===== src/hw/rtl/nce_pkg.sv =====
// ----------------------------------------------------------------------------
// nce_pkg
// Shared types and constants of the nonzero coordinate emitter.
// ----------------------------------------------------------------------------
package nce_pkg;

  // Fixed field widths
  localparam int NUM_DIM_REGS = 6;   // dimension size registers
  localparam int RANK_W       = 3;   // rank register / tuple rank
  localparam int DIM_SIZE_W   = 16;  // dimension size register
  localparam int COORD_W      = 16;  // coordinate output
  localparam int DIM_IDX_W    = 3;   // dimension number output

  // APB register port
  localparam int APB_ADDR_W = 5;
  localparam int APB_DATA_W = 32;

  // Depth of the tuple queue between front and back
  localparam int QUEUE_DEPTH = 4;

  // Register index (byte address / 4)
  typedef enum logic [2:0] {
    REG_RANK  = 3'd0,
    REG_DIM_0 = 3'd1,
    REG_DIM_1 = 3'd2,
    REG_DIM_2 = 3'd3,
    REG_DIM_3 = 3'd4,
    REG_DIM_4 = 3'd5,
    REG_DIM_5 = 3'd6
  } nce_reg_idx_t;

  // Configuration seen by the front end
  typedef struct packed {
    logic [RANK_W-1:0]                         rank;
    logic [NUM_DIM_REGS-1:0][DIM_SIZE_W-1:0]   dim_size;
  } nce_cfg_t;

endpackage


===== src/hw/rtl/nonzero_coordinate_emitter.sv =====
// ----------------------------------------------------------------------------
// nonzero_coordinate_emitter
// Streams a tensor in row-major order and emits the coordinates of every
// nonzero element, outermost dimension first.
// ----------------------------------------------------------------------------
// Elements enter one per beat on the in_ queue port. Every accepted element,
// zero or not, steps a per-dimension odometer (innermost active dimension
// fastest, all counters wrap to zero after the tensor's last element). A
// nonzero element produces one output beat per active dimension, carrying
// the coordinate, the dimension number (0 = outermost) and a last flag on
// the innermost one; zero elements produce nothing. Input accepts one
// element per clock as long as the 4-entry tuple queue has room, and the
// output drains one coordinate per clock while out_pop is held; the output
// port sets the sustained rate. With the block empty, the first coordinate
// reaches the output through the queue write and then the output register
// load. Rank (1..6, 0 acts as 1) and dimension sizes are set through the
// APB port at byte addresses 0x00 (rank) and 0x04..0x18 (dimension 0..5);
// write them only while the block is idle. Register writes do not disturb
// the counters.
// ----------------------------------------------------------------------------
module nonzero_coordinate_emitter #(
  parameter int MAX_RANK      = 6,
  parameter int DIM_WIDTH     = 16,
  parameter int ELEMENT_WIDTH = 32
) (
  input  logic                           clk,
  input  logic                           rst_n,
  // element input
  input  logic                           in_push,
  output logic                           in_full,
  input  logic signed [ELEMENT_WIDTH-1:0] in_element_value,
  // coordinate output
  output logic                           out_empty,
  input  logic                           out_pop,
  output logic [nce_pkg::COORD_W-1:0]    out_coordinate,
  output logic [nce_pkg::DIM_IDX_W-1:0]  out_dimension,
  output logic                           out_last_of_tuple,
  // APB configuration
  input  logic                           cfg_psel,
  input  logic                           cfg_penable,
  input  logic                           cfg_pwrite,
  input  logic [nce_pkg::APB_ADDR_W-1:0] cfg_paddr,
  input  logic [nce_pkg::APB_DATA_W-1:0] cfg_pwdata,
  output logic [nce_pkg::APB_DATA_W-1:0] cfg_prdata,
  output logic                           cfg_pready
);
  import nce_pkg::*;

  localparam int ACT_DIMS = (MAX_RANK < NUM_DIM_REGS) ? MAX_RANK : NUM_DIM_REGS;
  localparam int TUPLE_W  = ACT_DIMS * COORD_W + RANK_W;

  nce_cfg_t           cfg;
  logic               q_push, q_full, q_pop, q_empty;
  logic [TUPLE_W-1:0] q_wdata, q_rdata;

  // register file
  nce_regs u_regs (
    .clk     (clk),
    .rst_n   (rst_n),
    .psel    (cfg_psel),
    .penable (cfg_penable),
    .pwrite  (cfg_pwrite),
    .paddr   (cfg_paddr),
    .pwdata  (cfg_pwdata),
    .prdata  (cfg_prdata),
    .pready  (cfg_pready),
    .cfg     (cfg)
  );

  // front: odometer and nonzero detect
  nce_front #(
    .MAX_RANK      (MAX_RANK),
    .DIM_WIDTH     (DIM_WIDTH),
    .ELEMENT_WIDTH (ELEMENT_WIDTH)
  ) u_front (
    .clk           (clk),
    .rst_n         (rst_n),
    .cfg           (cfg),
    .push          (in_push),
    .full          (in_full),
    .element_value (in_element_value),
    .q_push        (q_push),
    .q_full        (q_full),
    .q_wdata       (q_wdata)
  );

  // tuple queue decouples element intake from coordinate drain
  nce_fifo #(
    .WIDTH (TUPLE_W),
    .DEPTH (QUEUE_DEPTH)
  ) u_queue (
    .clk   (clk),
    .rst_n (rst_n),
    .push  (q_push),
    .wdata (q_wdata),
    .full  (q_full),
    .pop   (q_pop),
    .rdata (q_rdata),
    .empty (q_empty)
  );

  // back: one coordinate beat per cycle while the consumer keeps popping
  nce_back #(
    .MAX_RANK (MAX_RANK)
  ) u_back (
    .clk               (clk),
    .rst_n             (rst_n),
    .q_empty           (q_empty),
    .q_rdata           (q_rdata),
    .q_pop             (q_pop),
    .out_pop           (out_pop),
    .out_empty         (out_empty),
    .out_coordinate    (out_coordinate),
    .out_dimension     (out_dimension),
    .out_last_of_tuple (out_last_of_tuple)
  );

endmodule


===== src/hw/rtl/nce_regs.sv =====
// ----------------------------------------------------------------------------
// nce_regs
// APB register file: rank and the six dimension sizes.
// ----------------------------------------------------------------------------
module nce_regs (
  input  logic                           clk,
  input  logic                           rst_n,
  input  logic                           psel,
  input  logic                           penable,
  input  logic                           pwrite,
  input  logic [nce_pkg::APB_ADDR_W-1:0] paddr,
  input  logic [nce_pkg::APB_DATA_W-1:0] pwdata,
  output logic [nce_pkg::APB_DATA_W-1:0] prdata,
  output logic                           pready,
  output nce_pkg::nce_cfg_t              cfg
);
  import nce_pkg::*;

  logic [RANK_W-1:0]     rank_r;
  logic [DIM_SIZE_W-1:0] dim_r [NUM_DIM_REGS];
  logic [2:0]            idx;
  logic                  wr_en;

  assign pready = 1'b1;
  assign idx    = paddr[4:2];
  assign wr_en  = psel && penable && pwrite && pready;

  always_ff @(posedge clk) begin
    if (!rst_n) begin
      rank_r <= RANK_W'(1);
      for (int i = 0; i < NUM_DIM_REGS; i++) begin
        dim_r[i] <= DIM_SIZE_W'(1);
      end
    end else if (wr_en) begin
      unique case (nce_reg_idx_t'(idx)) inside
        REG_RANK: rank_r <= pwdata[RANK_W-1:0];
        REG_DIM_0, REG_DIM_1, REG_DIM_2, REG_DIM_3, REG_DIM_4, REG_DIM_5:
          dim_r[idx - 3'(REG_DIM_0)] <= pwdata[DIM_SIZE_W-1:0];
        default: ;
      endcase
    end
  end

  always_comb begin
    prdata = '0;
    unique case (nce_reg_idx_t'(idx)) inside
      REG_RANK: prdata = APB_DATA_W'(rank_r);
      REG_DIM_0, REG_DIM_1, REG_DIM_2, REG_DIM_3, REG_DIM_4, REG_DIM_5:
        prdata = APB_DATA_W'(dim_r[idx - 3'(REG_DIM_0)]);
      default: prdata = '0;
    endcase
  end

  always_comb begin
    cfg.rank = rank_r;
    for (int i = 0; i < NUM_DIM_REGS; i++) begin
      cfg.dim_size[i] = dim_r[i];
    end
  end

endmodule


===== src/hw/rtl/nce_front.sv =====
// ----------------------------------------------------------------------------
// nce_front
// Odometer front end: takes one element per beat, advances the coordinate
// counters and queues the coordinate tuple of every nonzero element.
// ----------------------------------------------------------------------------
module nce_front #(
  parameter  int MAX_RANK      = 6,
  parameter  int DIM_WIDTH     = 16,
  parameter  int ELEMENT_WIDTH = 32,
  localparam int ACT_DIMS = (MAX_RANK < nce_pkg::NUM_DIM_REGS) ? MAX_RANK
                                                               : nce_pkg::NUM_DIM_REGS,
  localparam int TUPLE_W  = ACT_DIMS * nce_pkg::COORD_W + nce_pkg::RANK_W
) (
  input  logic                            clk,
  input  logic                            rst_n,
  input  nce_pkg::nce_cfg_t               cfg,
  input  logic                            push,
  output logic                            full,
  input  logic signed [ELEMENT_WIDTH-1:0] element_value,
  output logic                            q_push,
  input  logic                            q_full,
  output logic [TUPLE_W-1:0]              q_wdata
);
  import nce_pkg::*;

  // compare width: holds counter + 1 and a dimension size
  localparam int CW = ((DIM_WIDTH > DIM_SIZE_W) ? DIM_WIDTH : DIM_SIZE_W) + 1;
  localparam logic [CW-1:0] SIZE_MASK = CW'((CW'(1) << DIM_WIDTH) - CW'(1));

  logic [DIM_WIDTH-1:0] cnt_r   [MAX_RANK];
  logic [DIM_WIDTH-1:0] cnt_nxt [MAX_RANK];
  logic [RANK_W-1:0]    eff_rank;
  logic [MAX_RANK-1:0]  wrap;
  logic [MAX_RANK-1:0]  carry;
  logic                 accept;

  assign full   = q_full;
  assign accept = push && !q_full;
  assign q_push = accept && (element_value != '0);

  // rank zero acts as one, too large saturates
  always_comb begin
    if (cfg.rank == '0) begin
      eff_rank = RANK_W'(1);
    end else if (cfg.rank > RANK_W'(ACT_DIMS)) begin
      eff_rank = RANK_W'(ACT_DIMS);
    end else begin
      eff_rank = cfg.rank;
    end
  end

  // odometer step: innermost active dimension always advances,
  // a dimension advances when all deeper active ones wrap
  always_comb begin
    logic c;
    c    = 1'b1;
    wrap = '1;
    for (int k = 0; k < ACT_DIMS; k++) begin
      wrap[k] = (CW'(cnt_r[k]) + CW'(1)) >= (CW'(cfg.dim_size[k]) & SIZE_MASK);
    end
    for (int k = MAX_RANK - 1; k >= 0; k--) begin
      carry[k] = c;
      if (k < int'(eff_rank)) begin
        c = c & wrap[k];
      end
    end
    for (int k = 0; k < MAX_RANK; k++) begin
      if (k >= int'(eff_rank)) begin
        cnt_nxt[k] = '0;
      end else if (carry[k]) begin
        cnt_nxt[k] = wrap[k] ? '0 : cnt_r[k] + DIM_WIDTH'(1);
      end else begin
        cnt_nxt[k] = cnt_r[k];
      end
    end
  end

  // tuple: rank in the low bits, coordinates above, outermost first
  always_comb begin
    logic [CW-1:0] ext;
    q_wdata = '0;
    q_wdata[RANK_W-1:0] = eff_rank;
    for (int k = 0; k < ACT_DIMS; k++) begin
      ext = CW'(cnt_r[k]);
      q_wdata[RANK_W + k*COORD_W +: COORD_W] = ext[COORD_W-1:0];
    end
  end

  always_ff @(posedge clk) begin
    if (!rst_n) begin
      for (int k = 0; k < MAX_RANK; k++) begin
        cnt_r[k] <= '0;
      end
    end else if (accept) begin
      cnt_r <= cnt_nxt;
    end
  end

endmodule


===== src/hw/rtl/nce_fifo.sv =====
// ----------------------------------------------------------------------------
// nce_fifo
// Small synchronous FIFO holding coordinate tuples.
// ----------------------------------------------------------------------------
module nce_fifo #(
  parameter  int WIDTH = 8,
  parameter  int DEPTH = 4,
  localparam int PTR_W = (DEPTH > 1) ? $clog2(DEPTH) : 1,
  localparam int CNT_W = $clog2(DEPTH + 1)
) (
  input  logic             clk,
  input  logic             rst_n,
  input  logic             push,
  input  logic [WIDTH-1:0] wdata,
  output logic             full,
  input  logic             pop,
  output logic [WIDTH-1:0] rdata,
  output logic             empty
);
  import nce_pkg::*;

  logic [WIDTH-1:0] mem [DEPTH];
  logic [PTR_W-1:0] wr_ptr_r, rd_ptr_r;
  logic [CNT_W-1:0] count_r;
  logic             do_push, do_pop;

  assign full    = (count_r == CNT_W'(DEPTH));
  assign empty   = (count_r == '0);
  assign do_push = push && !full;
  assign do_pop  = pop && !empty;
  assign rdata   = mem[rd_ptr_r];

  function automatic logic [PTR_W-1:0] ptr_inc(input logic [PTR_W-1:0] p);
    return (p == PTR_W'(DEPTH - 1)) ? '0 : p + PTR_W'(1);
  endfunction

  always_ff @(posedge clk) begin
    if (!rst_n) begin
      wr_ptr_r <= '0;
      rd_ptr_r <= '0;
      count_r  <= '0;
    end else begin
      if (do_push) wr_ptr_r <= ptr_inc(wr_ptr_r);
      if (do_pop)  rd_ptr_r <= ptr_inc(rd_ptr_r);
      case ({do_push, do_pop})
        2'b10:   count_r <= count_r + CNT_W'(1);
        2'b01:   count_r <= count_r - CNT_W'(1);
        default: count_r <= count_r;
      endcase
    end
  end

  always_ff @(posedge clk) begin
    if (do_push) mem[wr_ptr_r] <= wdata;
  end

endmodule


===== src/hw/rtl/nce_back.sv =====
// ----------------------------------------------------------------------------
// nce_back
// Back end: walks the queued tuple one coordinate per beat into the
// output register.
// ----------------------------------------------------------------------------
module nce_back #(
  parameter  int MAX_RANK = 6,
  localparam int ACT_DIMS = (MAX_RANK < nce_pkg::NUM_DIM_REGS) ? MAX_RANK
                                                               : nce_pkg::NUM_DIM_REGS,
  localparam int TUPLE_W  = ACT_DIMS * nce_pkg::COORD_W + nce_pkg::RANK_W
) (
  input  logic                          clk,
  input  logic                          rst_n,
  input  logic                          q_empty,
  input  logic [TUPLE_W-1:0]            q_rdata,
  output logic                          q_pop,
  input  logic                          out_pop,
  output logic                          out_empty,
  output logic [nce_pkg::COORD_W-1:0]   out_coordinate,
  output logic [nce_pkg::DIM_IDX_W-1:0] out_dimension,
  output logic                          out_last_of_tuple
);
  import nce_pkg::*;

  logic [(1 << DIM_IDX_W)-1:0][COORD_W-1:0] coord;
  logic [RANK_W-1:0]    t_rank;
  logic [DIM_IDX_W-1:0] idx_r;
  logic                 out_valid_r;
  logic [COORD_W-1:0]   coord_r;
  logic [DIM_IDX_W-1:0] dim_r;
  logic                 last_r;
  logic                 load, last;

  always_comb begin
    coord = '0;
    for (int k = 0; k < ACT_DIMS; k++) begin
      coord[k] = q_rdata[RANK_W + k*COORD_W +: COORD_W];
    end
    t_rank = q_rdata[RANK_W-1:0];
    load   = !out_valid_r || out_pop;
    last   = (idx_r == DIM_IDX_W'(t_rank - RANK_W'(1)));
    q_pop  = load && !q_empty && last;
  end

  always_ff @(posedge clk) begin
    if (!rst_n) begin
      out_valid_r <= 1'b0;
      idx_r       <= '0;
    end else if (load) begin
      out_valid_r <= !q_empty;
      if (!q_empty) begin
        idx_r <= last ? '0 : idx_r + DIM_IDX_W'(1);
      end
    end
  end

  always_ff @(posedge clk) begin
    if (load && !q_empty) begin
      coord_r <= coord[idx_r];
      dim_r   <= idx_r;
      last_r  <= last;
    end
  end

  assign out_empty         = !out_valid_r;
  assign out_coordinate    = coord_r;
  assign out_dimension     = dim_r;
  assign out_last_of_tuple = last_r;

endmodule


===== config.mk =====
export PLATFORM = sky130hd
export DESIGN_NAME = nonzero_coordinate_emitter
export DESIGN_NICKNAME = d
export VERILOG_FILES = /design/src/hw/rtl/nce_pkg.sv /design/src/hw/rtl/nonzero_coordinate_emitter.sv /design/src/hw/rtl/nce_regs.sv /design/src/hw/rtl/nce_front.sv /design/src/hw/rtl/nce_fifo.sv /design/src/hw/rtl/nce_back.sv
export SDC_FILE = /design/constraint.sdc
export NUM_CORES = 1
export LEC_CHECK = 0
export ABC_AREA = 1
export BUFFER_PORTS_ARGS = -buffer_cell sky130_fd_sc_hd__buf_4
export CAP_MARGIN = 20
export CORE_MARGIN = 1
export CORE_UTILIZATION = 60
export DETAILED_ROUTE_END_ITERATION = 12
export PLACE_DENSITY = 0.86
export SLEW_MARGIN = 5
export SYNTH_ARGS = -nofsm -noshare
export SYNTH_HDL_FRONTEND = slang
export SYNTH_SLANG_ARGS = --single-unit

===== constraint.sdc =====
create_clock -name clk -period 18.6 [get_ports clk]
set_input_delay 1.86 -clock clk [delete_from_list [all_inputs] [get_ports clk]]
set_output_delay 1.86 -clock clk [all_outputs]
set_load 0.01 [all_outputs]

==> qor.yml <==
status:
  status: "finished, final reports clean"
synthesis:
  yosysMostFrequentCell: "edfxtp_1"
  synth_area_leaders: "edfxtp_1 53%, dfxtp_1 7.2%, nor2_1 5.9%"
  synthCells: 3081
  synth_cell_types: 54
  ys_seq_area_frac: 0.599
  yosys.area.top_type: "edfxtp_1"
  ys.flop_type: "edfxtp_1"
  ys.warnings.count: 0
  synthTopCellsByCount: "544 x edfxtp_1, 488 x nor2_1, 369 x nand2_1"
  ys_ff_latch: 656
  syn_area_per_cell_um2: 10.1
  async_flop_share: 0
  syn-cell-area_mm2: 0.0310
  synth_top_area_share: 0.527
  synth_edf_count: 544
clock_network:
  holdBufCountCts: 0
  cts_resized: 0
  cts_max_level: 3
  ctsLongestPathBuffers: 3
  cts.sinks: 656
  numCtsBuffers: 67
  postCtsSetupRepairBufs: 0
  cts_tree: "yes"
  cts_root_buffer: "clkbuf_16"
  path_clk_slew_ps: 60
  insertion_delay_ps: 610
floorplan:
  initial_core_util: 0.613
  dieArea_mm2: 0.0526
  io_pins: 131
  rows: 82
  die_y_um: 229
  core-area_mm2: 0.0506
  die_w_um: 229
worst_setup_path:
  crit_top_cell: "buf_4"
  start_kind: "input pin"
  worst-setup-path-type: "input pin to primary output"
  slowest_delay_ps: 790
  cp-startpoint: "cfg_paddr[2]"
  critPathCaptureType: "primary output"
  critPathRequiredTime_ps: 16740
  r2r_slack_ps: 13750
  critPathSlowestCell: "xnor2_4"
  path_max_fanout: 98
  endpoint: "cfg_prdata[0]"
  crit_chain: "buf_4 -> inv_2 -> buf_4 -> ha_1 -> xnor2_4 -> inv_1 -> o221ai_1 -> nand3_1 -> o21ai_0 -> buf_4"
  r2r_end: "u_front.q_wdata[18]"
  reg2reg_from: "u_front.q_wdata[83]"
  rr_worst_depth: 21
  worstPathArrival_ps: 4970
cells_and_area:
  area_delta_synth_final_pct: 10.8
  final_nets: 3310
  nFillCells: 3494
  drive_gt1_frac: 0.0861
  final_cells: 3843
  fin_util: 0.679
  diodes: 0
sta:
  tightestPinTransition_ps: 1090
  fin_skew_ps: 23.2
  rsz0062_at_grt: "false"
  tns_ps: 0
  final_max_slew_viol_count: 0
  setup_viol: 0
  slew_headroom: 0.273
  fmax_ghz: 0.146
  timing.final.crit_share: 0.367
  hold_viol: 0
  min_period_ps: 6830
min_path:
  hold_class: "flop to flop"
detailed_routing:
  first_iter_violations: 3452
  top_layer: "met4"
  routed_wl_um: 82200
  drc: 0
  routedWlPerCell_um: 21.4
  ant_nets: 0
  dr.pass1.iters: 6
  via_per_inst: 6.20
  met3_length_um: 8980
  vias: 23815
  drt-met1-wl_um: 31800
  met2_wirelength_um: 37900
global_routing:
  grt_first_pass_wirelength_um: 125000
  grt_pass1_vias: 22503
  antenna_found_initial: 0
  grt_max_degree: 113
  grt_overflow: 0
  grt.total_usage: 0.311
job:
  max_cap_violations: 0
placement:
  port_buffers: 95
  hpwl_um: 53100
  dp.cells: 3722
  gp_congestion: 0.930
pwr:
  cellPowerDensity_mw_per_mm2: 114
  peakVddDrop_mv: 0.0932
  p_leak_nw: 13.3
==> per-layer routing <==
layer | vias up | global-route usage
li1 | 10799 | -
met1 | 11315 | 0.431
met2 | 1476 | 0.490
met3 | 225 | 0.0436
met4 | 0 | 0.139
met5 | - | 0
==> cell usage in the layout (no fill, tap or decap), types with 67 or more instances in the layout <==
master	count
a21oi_1	180
buf_4	120
clkbuf_16	70
dfxtp_1	109
edfxtp_1	544
ha_1	114
inv_1	308
nand2_1	369
nand3_1	103
nor2_1	483
o21ai_0	282
o221ai_1	67
==> cell families after synthesis <==
family | count (synthesis) | synth area share
flops | 656 | 0.599
buf+inv | 496 | 0.0642
compound gates | 656 | 0.123
xor+xnor | 60 | 0.0169
simple gates | 1096 | 0.150
fa+ha+maj | 115 | 0.0466
other cells | 2 | 0.000242
==> sequential cells by signal (all words and copies together), names as in the netlist, 2 cells and up, named ones only <==
name,flops
u_back.idx_r,3
u_back.out_coordinate,16
u_back.out_dimension,3
u_front.q_wdata,96
u_queue.count_r,3
u_queue.mem,396
u_queue.rd_ptr_r,2
u_queue.wr_ptr_r,2
u_regs.dim_r,128
u_regs.rank_r,3
==> metrics by stage <==
step / cell area, um2 / hold slack, ps / total power, mW / setup WS (ps)
2_1_floorplan: 31100 / 432 / 2.31 / 11130
3_3_place_gp: 32100 / 484 / 2.53 / 11820
3_5_place_dp: 32100 / 509 / 2.57 / 11820
4_1_cts: 34400 / 518 / 3.91 / 11810
5_1_grt: 34400 / 538 / 4.06 / 11650
6_report: 34400 / 520 / 3.92 / 11770
==> power breakdown <==
group	internal (mW)	switching (mW)	total [mW]
sequential	1.77	0.0864	1.85
combinational	0.214	0.498	0.712
clock	0.798	0.561	1.36
total	2.78	1.15	3.92
==> worst max-delay path: cells and delay by family <==
family	cells	cell delay, ps
fa+ha+maj	1	420
xor+xnor	1	790
simple gates	1	100
compound gates	2	360
buf+inv	5	1410
==> layout make-up <==
cell class / instances / area (um2) / area share
clock buffers: 89 / 1880 / 0.0548
clock inverters: 32 / 329 / 0.00958
inverters: 330 / 1240 / 0.0361
multi-input cells: 1944 / 10600 / 0.308
flip-flops and latches: 656 / 18600 / 0.541
well taps: 672 / 841 / 0.0245
repair buffers: 120 / 901 / 0.0262
==> worst min-delay path by stage <==
stage | from | to | slack (ps) | cells after the start
after global placement | u_queue.rd_ptr_r[1] | flop | 480 | 2
final | u_queue.count_r[2] | u_queue.count_r[2] | 520 | 2
after floorplan | u_back.idx_r[1] | u_back.out_dimension[1] | 430 | 0
after CTS | u_queue.rd_ptr_r[1] | flop | 520 | 2
after global routing | u_front.q_wdata[4] | u_queue.mem[2][4] | 540 | 0
after detailed placement | u_queue.rd_ptr_r[1] | flop | 510 | 2
No activity file was read; power rests on OpenSTA's default activity.
